==> src/rtl/pnq_pkg.sv <==
// Shared types and constants for the palette nearest-color quantizer.
package pnq_pkg;

    localparam int COMP_W  = 8;   // one color component
    localparam int IDX_W   = 8;   // palette index as delivered
    localparam int CNT_W   = 9;   // palette count, 0..256
    localparam int SQ_W    = 16;  // square of a component difference
    localparam int DIST_W  = 20;  // 2*dr^2 + 4*dg^2 + 3*db^2 <= 585225
    localparam int ENTRY_W = 3 * COMP_W;

    // Item kinds on the input channel
    localparam logic FUNC_LOAD  = 1'b0;
    localparam logic FUNC_PIXEL = 1'b1;

    typedef struct packed {
        logic [COMP_W-1:0] r;
        logic [COMP_W-1:0] g;
        logic [COMP_W-1:0] b;
    } pnq_rgb_t;

    // Status reported by the match unit to the sequencer
    typedef struct packed {
        logic             busy;
        logic             have;
        logic [IDX_W-1:0] best_idx;
    } pnq_status_t;

    typedef enum logic [1:0] {
        S_IDLE,
        S_SCAN,
        S_FLUSH,
        S_EMIT
    } pnq_state_t;

    // Absolute difference of two components
    function automatic logic [COMP_W-1:0] abs_diff(input logic [COMP_W-1:0] a,
                                                   input logic [COMP_W-1:0] b);
        abs_diff = (a >= b) ? (a - b) : (b - a);
    endfunction

endpackage

==> src/rtl/pnq_match.sv <==
// Distance pipeline and running minimum over streamed palette entries.
module pnq_match (
    input  logic                         aclk,
    input  logic                         aresetn,
    input  logic                         clear,
    input  pnq_pkg::pnq_rgb_t            pixel,
    input  logic                         in_valid,
    input  logic [pnq_pkg::IDX_W-1:0]    in_idx,
    input  logic [pnq_pkg::ENTRY_W-1:0]  entry,
    output pnq_pkg::pnq_status_t         status
);

    pnq_pkg::pnq_rgb_t ent;

    logic                        s1_valid_reg;
    logic [pnq_pkg::IDX_W-1:0]   s1_idx_reg;
    logic [pnq_pkg::SQ_W-1:0]    sq_r_reg;
    logic [pnq_pkg::SQ_W-1:0]    sq_g_reg;
    logic [pnq_pkg::SQ_W-1:0]    sq_b_reg;

    logic                        s2_valid_reg;
    logic [pnq_pkg::IDX_W-1:0]   s2_idx_reg;
    logic [pnq_pkg::DIST_W-1:0]  dist_reg;
    logic [pnq_pkg::DIST_W-1:0]  dist_next;

    logic                        have_reg;
    logic [pnq_pkg::DIST_W-1:0]  best_dist_reg;
    logic [pnq_pkg::IDX_W-1:0]   best_idx_reg;
    logic                        take;

    logic [pnq_pkg::COMP_W-1:0]  dr;
    logic [pnq_pkg::COMP_W-1:0]  dg;
    logic [pnq_pkg::COMP_W-1:0]  db;

    assign ent = pnq_pkg::pnq_rgb_t'(entry);
    assign dr  = pnq_pkg::abs_diff(pixel.r, ent.r);
    assign dg  = pnq_pkg::abs_diff(pixel.g, ent.g);
    assign db  = pnq_pkg::abs_diff(pixel.b, ent.b);

    // Stage 1: square the component differences
    always_ff @(posedge aclk) begin
        if (!aresetn) begin
            s1_valid_reg <= 1'b0;
        end else begin
            s1_valid_reg <= in_valid;
        end
        s1_idx_reg <= in_idx;
        sq_r_reg   <= dr * dr;
        sq_g_reg   <= dg * dg;
        sq_b_reg   <= db * db;
    end

    // Stage 2: weight and sum (2r + 4g + 3b)
    assign dist_next = ({3'b0, sq_r_reg, 1'b0})
                     + ({2'b0, sq_g_reg, 2'b0})
                     + ({3'b0, sq_b_reg, 1'b0})
                     + ({4'b0, sq_b_reg});

    always_ff @(posedge aclk) begin
        if (!aresetn) begin
            s2_valid_reg <= 1'b0;
        end else begin
            s2_valid_reg <= s1_valid_reg;
        end
        s2_idx_reg <= s1_idx_reg;
        dist_reg   <= dist_next;
    end

    // Stage 3: keep the earliest entry with the least distance
    assign take = s2_valid_reg && (!have_reg || (dist_reg < best_dist_reg));

    always_ff @(posedge aclk) begin
        if (!aresetn) begin
            have_reg      <= 1'b0;
            best_idx_reg  <= '0;
            best_dist_reg <= '0;
        end else if (clear) begin
            have_reg      <= 1'b0;
            best_idx_reg  <= '0;
            best_dist_reg <= '0;
        end else if (take) begin
            have_reg      <= 1'b1;
            best_idx_reg  <= s2_idx_reg;
            best_dist_reg <= dist_reg;
        end
    end

    assign status.busy     = s1_valid_reg || s2_valid_reg;
    assign status.have     = have_reg;
    assign status.best_idx = best_idx_reg;

    // Check: a new best only ever comes from a valid distance
    assert property (@(posedge aclk) disable iff (!aresetn)
        (!$past(clear) && $past(have_reg) && $past(best_idx_reg) != best_idx_reg)
            |-> $past(s2_valid_reg))
        else $error("best index changed without a valid distance");

endmodule
==> config.mk <==
export PLATFORM = sky130hd
export DESIGN_NAME = pnq_match
export DESIGN_NICKNAME = d
export VERILOG_FILES = /design/src/rtl/pnq_pkg.sv /design/src/rtl/pnq_match.sv
export SDC_FILE = /design/constraint.sdc
export NUM_CORES = 1
export LEC_CHECK = 0
export BUFFER_PORTS_ARGS = -buffer_cell sky130_fd_sc_hd__clkbuf_2
export CAP_MARGIN = 20
export CORE_MARGIN = 4
export CORE_UTILIZATION = 50
export DETAILED_ROUTE_END_ITERATION = 12
export PLACE_DENSITY = 0.65
export RECOVER_POWER = 50
export SLEW_MARGIN = 25
export SYNTH_ARGS = -nofsm -noshare
export SYNTH_HDL_FRONTEND = slang
export SYNTH_SLANG_ARGS = --single-unit
==> constraint.sdc <==
create_clock -name aclk -period 9.57 [get_ports aclk]
set_clock_uncertainty 0.05 [all_clocks]
set_input_delay 1.914 -clock aclk [delete_from_list [all_inputs] [get_ports aclk]]
set_output_delay 1.914 -clock aclk [all_outputs]
set_load 0.02 [all_outputs]
# == After elaboration in Yosys (flattened, before gate mapping) ==
# Cells that the tools add are included.
# totals
reg_bits,115
out_inout_bits,10
inputBits,60
elab_cells,36
# classes
n_reduce_logical,5
n_mul,3
add_sub_neg,9
bitwise,1
mux,3
order_cmp,4
# ops
cell,n
multiplier 8 x 8 -> 16 bit,3
subtractor 8 bit,6
greater-or-equal comparator 8 bit,3
2-to-1 mux 8 bit,3
adder 19 x 17 -> 20 bit,1
adder 20 x 16 -> 20 bit,1
< comparator 20 bit,1
adder 17 x 18 -> 19 bit,1
logical OR 1 bit,2
OR reduction 2 bit,1
logical AND 1 bit,1
zero test 1 bit,1
NOT 1 bit,1

# == Longest topological paths before layout ==
# logic_depth
depth_word,3
depth_mapped,29
depth_no_buf,28

# == Worst setup path before layout ==
# Ideal clock, no wire load.
# synth_timing
path_type,input-to-reg
from,in pixel[0] in the netlist's numbering
to,reg sq_b_reg[15] in the netlist's numbering
path_buffers,0
setup_ns,0.122
cell_stages,25
setup_slack_ns,1.165
t_arrival_ns,8.233
path_cell_list,inv_1 > ha_1 > inv_1 > fa_1 > a31oi_2 > a31oi_2 > a211oi_4 > mux2i_1 > xor2_2 > or2_1 > inv_1 > fa_1 > fa_1 > inv_1 > fa_1 > fa_1 > inv_1 > ha_1 > or2_2 > a21oi_1 > a21oi_1 > and4_1 > a2111oi_0 > a21oi_1 > xor2_1
# synth_between
elab_chain_cells,3
# synth_lines
item,line,text
from (decl),pnq_match.sv:6,"input pnq_pkg::pnq_rgb_t pixel,"
subtractor 8 bit / greater-or-equal comparator 8 bit (equally long branches),pnq_pkg.sv:38,abs_diff = (a >= b) ? (a - b) : (b - a);
2-to-1 mux 8 bit *,pnq_pkg.sv:38,
multiplier 8 x 8 -> 16 bit *,pnq_match.sv:50,sq_b_reg <= db * db;
to (signal assigned),pnq_match.sv:50,
to (decl),pnq_match.sv:19,logic [pnq_pkg::SQ_W-1:0] sq_b_reg;
# Mark *: on every way between the ends. The rest lies on a longest branch, timed or not.
# A chain may end at the register's enable or synchronous reset.

# == Final worst setup path ==
# Same ends and word-level chain as after synthesis.

==> metrics.yaml <==
yosys:
  ys_ff_latch: 112
  synth_cells: 1202
  synth-edff-count: 0
  yosysWarnings: 0
  synth_area_leaders: "dfxtp_1 20%, fa_1 20%, ha_1 19%"
  yosysMostFrequentCell: "inv_1"
  syn_area_per_cell_um2: 9.290
  async_flop_share: 0
  netlist_area_um2: 11170
  ys_top_cells_by_count: "220 x inv_1, 170 x ha_1, 131 x nor2_1, 112 x dfxtp_1, 109 x fa_1"
  synth_cell_type_count: 59
  yosysSeqAreaShare: 0.2008
  synth_ff_type: "dfxtp_1"
  synth_top_area_cell: "dfxtp_1"
  synth_top_area_frac: 0.2008
run_status:
  outcome: "complete, no violations"
timing:
  setup_viol: 0
  finalCritPeriodShare: 0.8955
  finalHoldViolCount: 0
  finalSetupTns_ps: 0
  post-route-min-period_ps: 8570
  slew_headroom: 0.1194
  rsz0062_at_grt: "no"
  setup_ws_ps: 1000
  worstMarginPinSlew_ps: 1321
  drv_slew: 0
  fmax_mhz: 116.7
cts:
  clkSinkCount: 112
  cts_buffer_depth: 2
  cts_root_buffer: "clkbuf_16"
  numCtsBuffers: 9
  clk_pin_slew_ps: 80
  post_cts_buffers: 0
  hold_buffers: 0
  cts_tree: "yes"
  clk_latency_ps: 360
  htreeDepth: 3
  ctsResizeCount: 0
floorplanning:
  die_x_um: 157.4
  num_rows: 54
  die_h_um: 157.4
  initial_core_util: 0.5101
  core_um2: 21890
  boundaryPins: 70
  die-area_um2: 24790
global_routing:
  grt_max_degree: 30
  grt_pass1_vias: 7833
  antenna_found_initial: 0
  grt_pass1_wl_um: 34600
  grt_overflow: 0
  grt.total_usage: 0.1658
detailed_routing:
  firstDrtPassIters: 6
  vias: 7672
  drc: 0
  drtIter0Drc: 338
  viasPerCell: 4.934
  routed_wl_um: 18880
  wl_per_cell_um: 12.14
  antenna_left: 0
worst_setup_path:
  arrival_ps: 8760
  end_kind: "flop"
  crit_required_ps: 9760
  crit_fanout: 8
  crit_type: "in -> reg"
  start_kind: "input port"
placement:
  place_inst: 1539
  post-dp-hpwl_um: 16100
  port_buffers: 69
  pre_cts_ws_ps: 623.8
  gp_congestion: 0.8506
finish:
  post-route-util: 0.5529
  fin_cells: 1555
  drive_above_1_share: 0.09725
  syn_to_final_growth_pct: 8.392
  final_nets: 1609
  diodes: 0
run:
  drv_cap: 0
worst_hold_path:
  hold_path_class: "reg -> reg"
==> layout make-up <==
class	count	area, um2
Fill cell	2035	9787
Multi-Input combinational cell	850	7979
Inverter	220	825.8
Tap cell	280	350.3
Timing Repair Buffer	77	385.4
Sequential cell	112	2242
Clock inverter	7	96.34
Clock buffer	9	225.2
==> layer usage <==
| layer | GRT usage | vias up | share of wire |
|---|---|---|---|
| li1 | - | 4000 | - |
| met1 | 0.2262 | 3592 | 0.49 |
| met2 | 0.2872 | 68 | 0.48 |
| met3 | 0.01650 | 12 | 0.023 |
| met4 | 0.03441 | 0 | 0.011 |
| met5 | 0 | - | 0 |
==> per-stage QoR <==
step | instance area [um2] | hold WS, ps
after CTS | 12120 | 282.2
after floorplan | 11170 | 259.6
after global routing | 12100 | 292.3
after global placement | 11800 | 261.0
final | 12100 | 280.6
after detailed placement | 11800 | 263.5
==> path summary, 6_finish.rpt <==
check | start | to | slack [ps] | depth (start not counted)
max reg2reg | sq_b_reg[3] | dist_reg[15] | 5820 | 12
min | s1_idx_reg[1] | s2_idx_reg[1] | 280 | 0
min reg2reg | s1_idx_reg[1] | s2_idx_reg[1] | 280 | 0
max | pixel[0] | sq_b_reg[15] | 1000 | 25
==> worst max-delay path, stage by stage <==
cell and delay (ps):
clkbuf_1 80, inv_1 50, ha_1 130, inv_1 70, fa_1 400, a31oi_2 270, a31oi_2 150, a211oi_4 490
mux2i_1 270, xor2_1 550, nor2_1 160, fa_1 490, fa_1 540, inv_1 60, fa_1 500, fa_1 540
inv_1 40, ha_1 330, or2_2 300, a21oi_1 150, a21oi_1 70, and4_1 200, a2111oi_0 590, a21oi_1 200
xor2_1 190
==> logic make-up (layout without fill, tap and decap cells) <==
| family | count (synthesis) | after routing | synth area share |
|---|---|---|---|
| fa+ha+maj | 279 | 279 | 0.3859 |
| simple gates | 271 | 271 | 0.1152 |
| buf+inv | 242 | 313 | 0.08549 |
| compound gates | 169 | 169 | 0.09726 |
| flops | 112 | 112 | 0.2008 |
| xor+xnor | 77 | 77 | 0.06812 |
| mux | 51 | 51 | 0.04695 |
| other cells | 1 | 3 | 0.0003358 |
==> cell usage in the layout, fill, tap and decap left out, drive strengths merged, types with 3 or more instances in the layout <==
cell     Yosys  final
nand4        5      5
a21o        23     23
xnor2       53     53
dfxtp      112    112
a211oi       3      3
clkbuf      12     79
nand3       10     10
buf         10      7
o21a        12     12
o211ai       5      5
conb         1      3
o21ai       33     33
xor2        24     24
and2         4      4
ha         170    170
or3          9      9
o31ai        3      3
a2111oi      3      3
and3         5      5
nor2       136    136
a31oi        7      7
a21oi       65     65
nor3        16     16
nand2b      22     22
inv        220    224
or2         26     26
nand2       23     23
nor2b        9      9
fa         109    109
mux2i       50     50
Power is left out: the tool's default activity adds up to more than one toggle a clock period on the data nets, which glitch-free logic cannot reach.
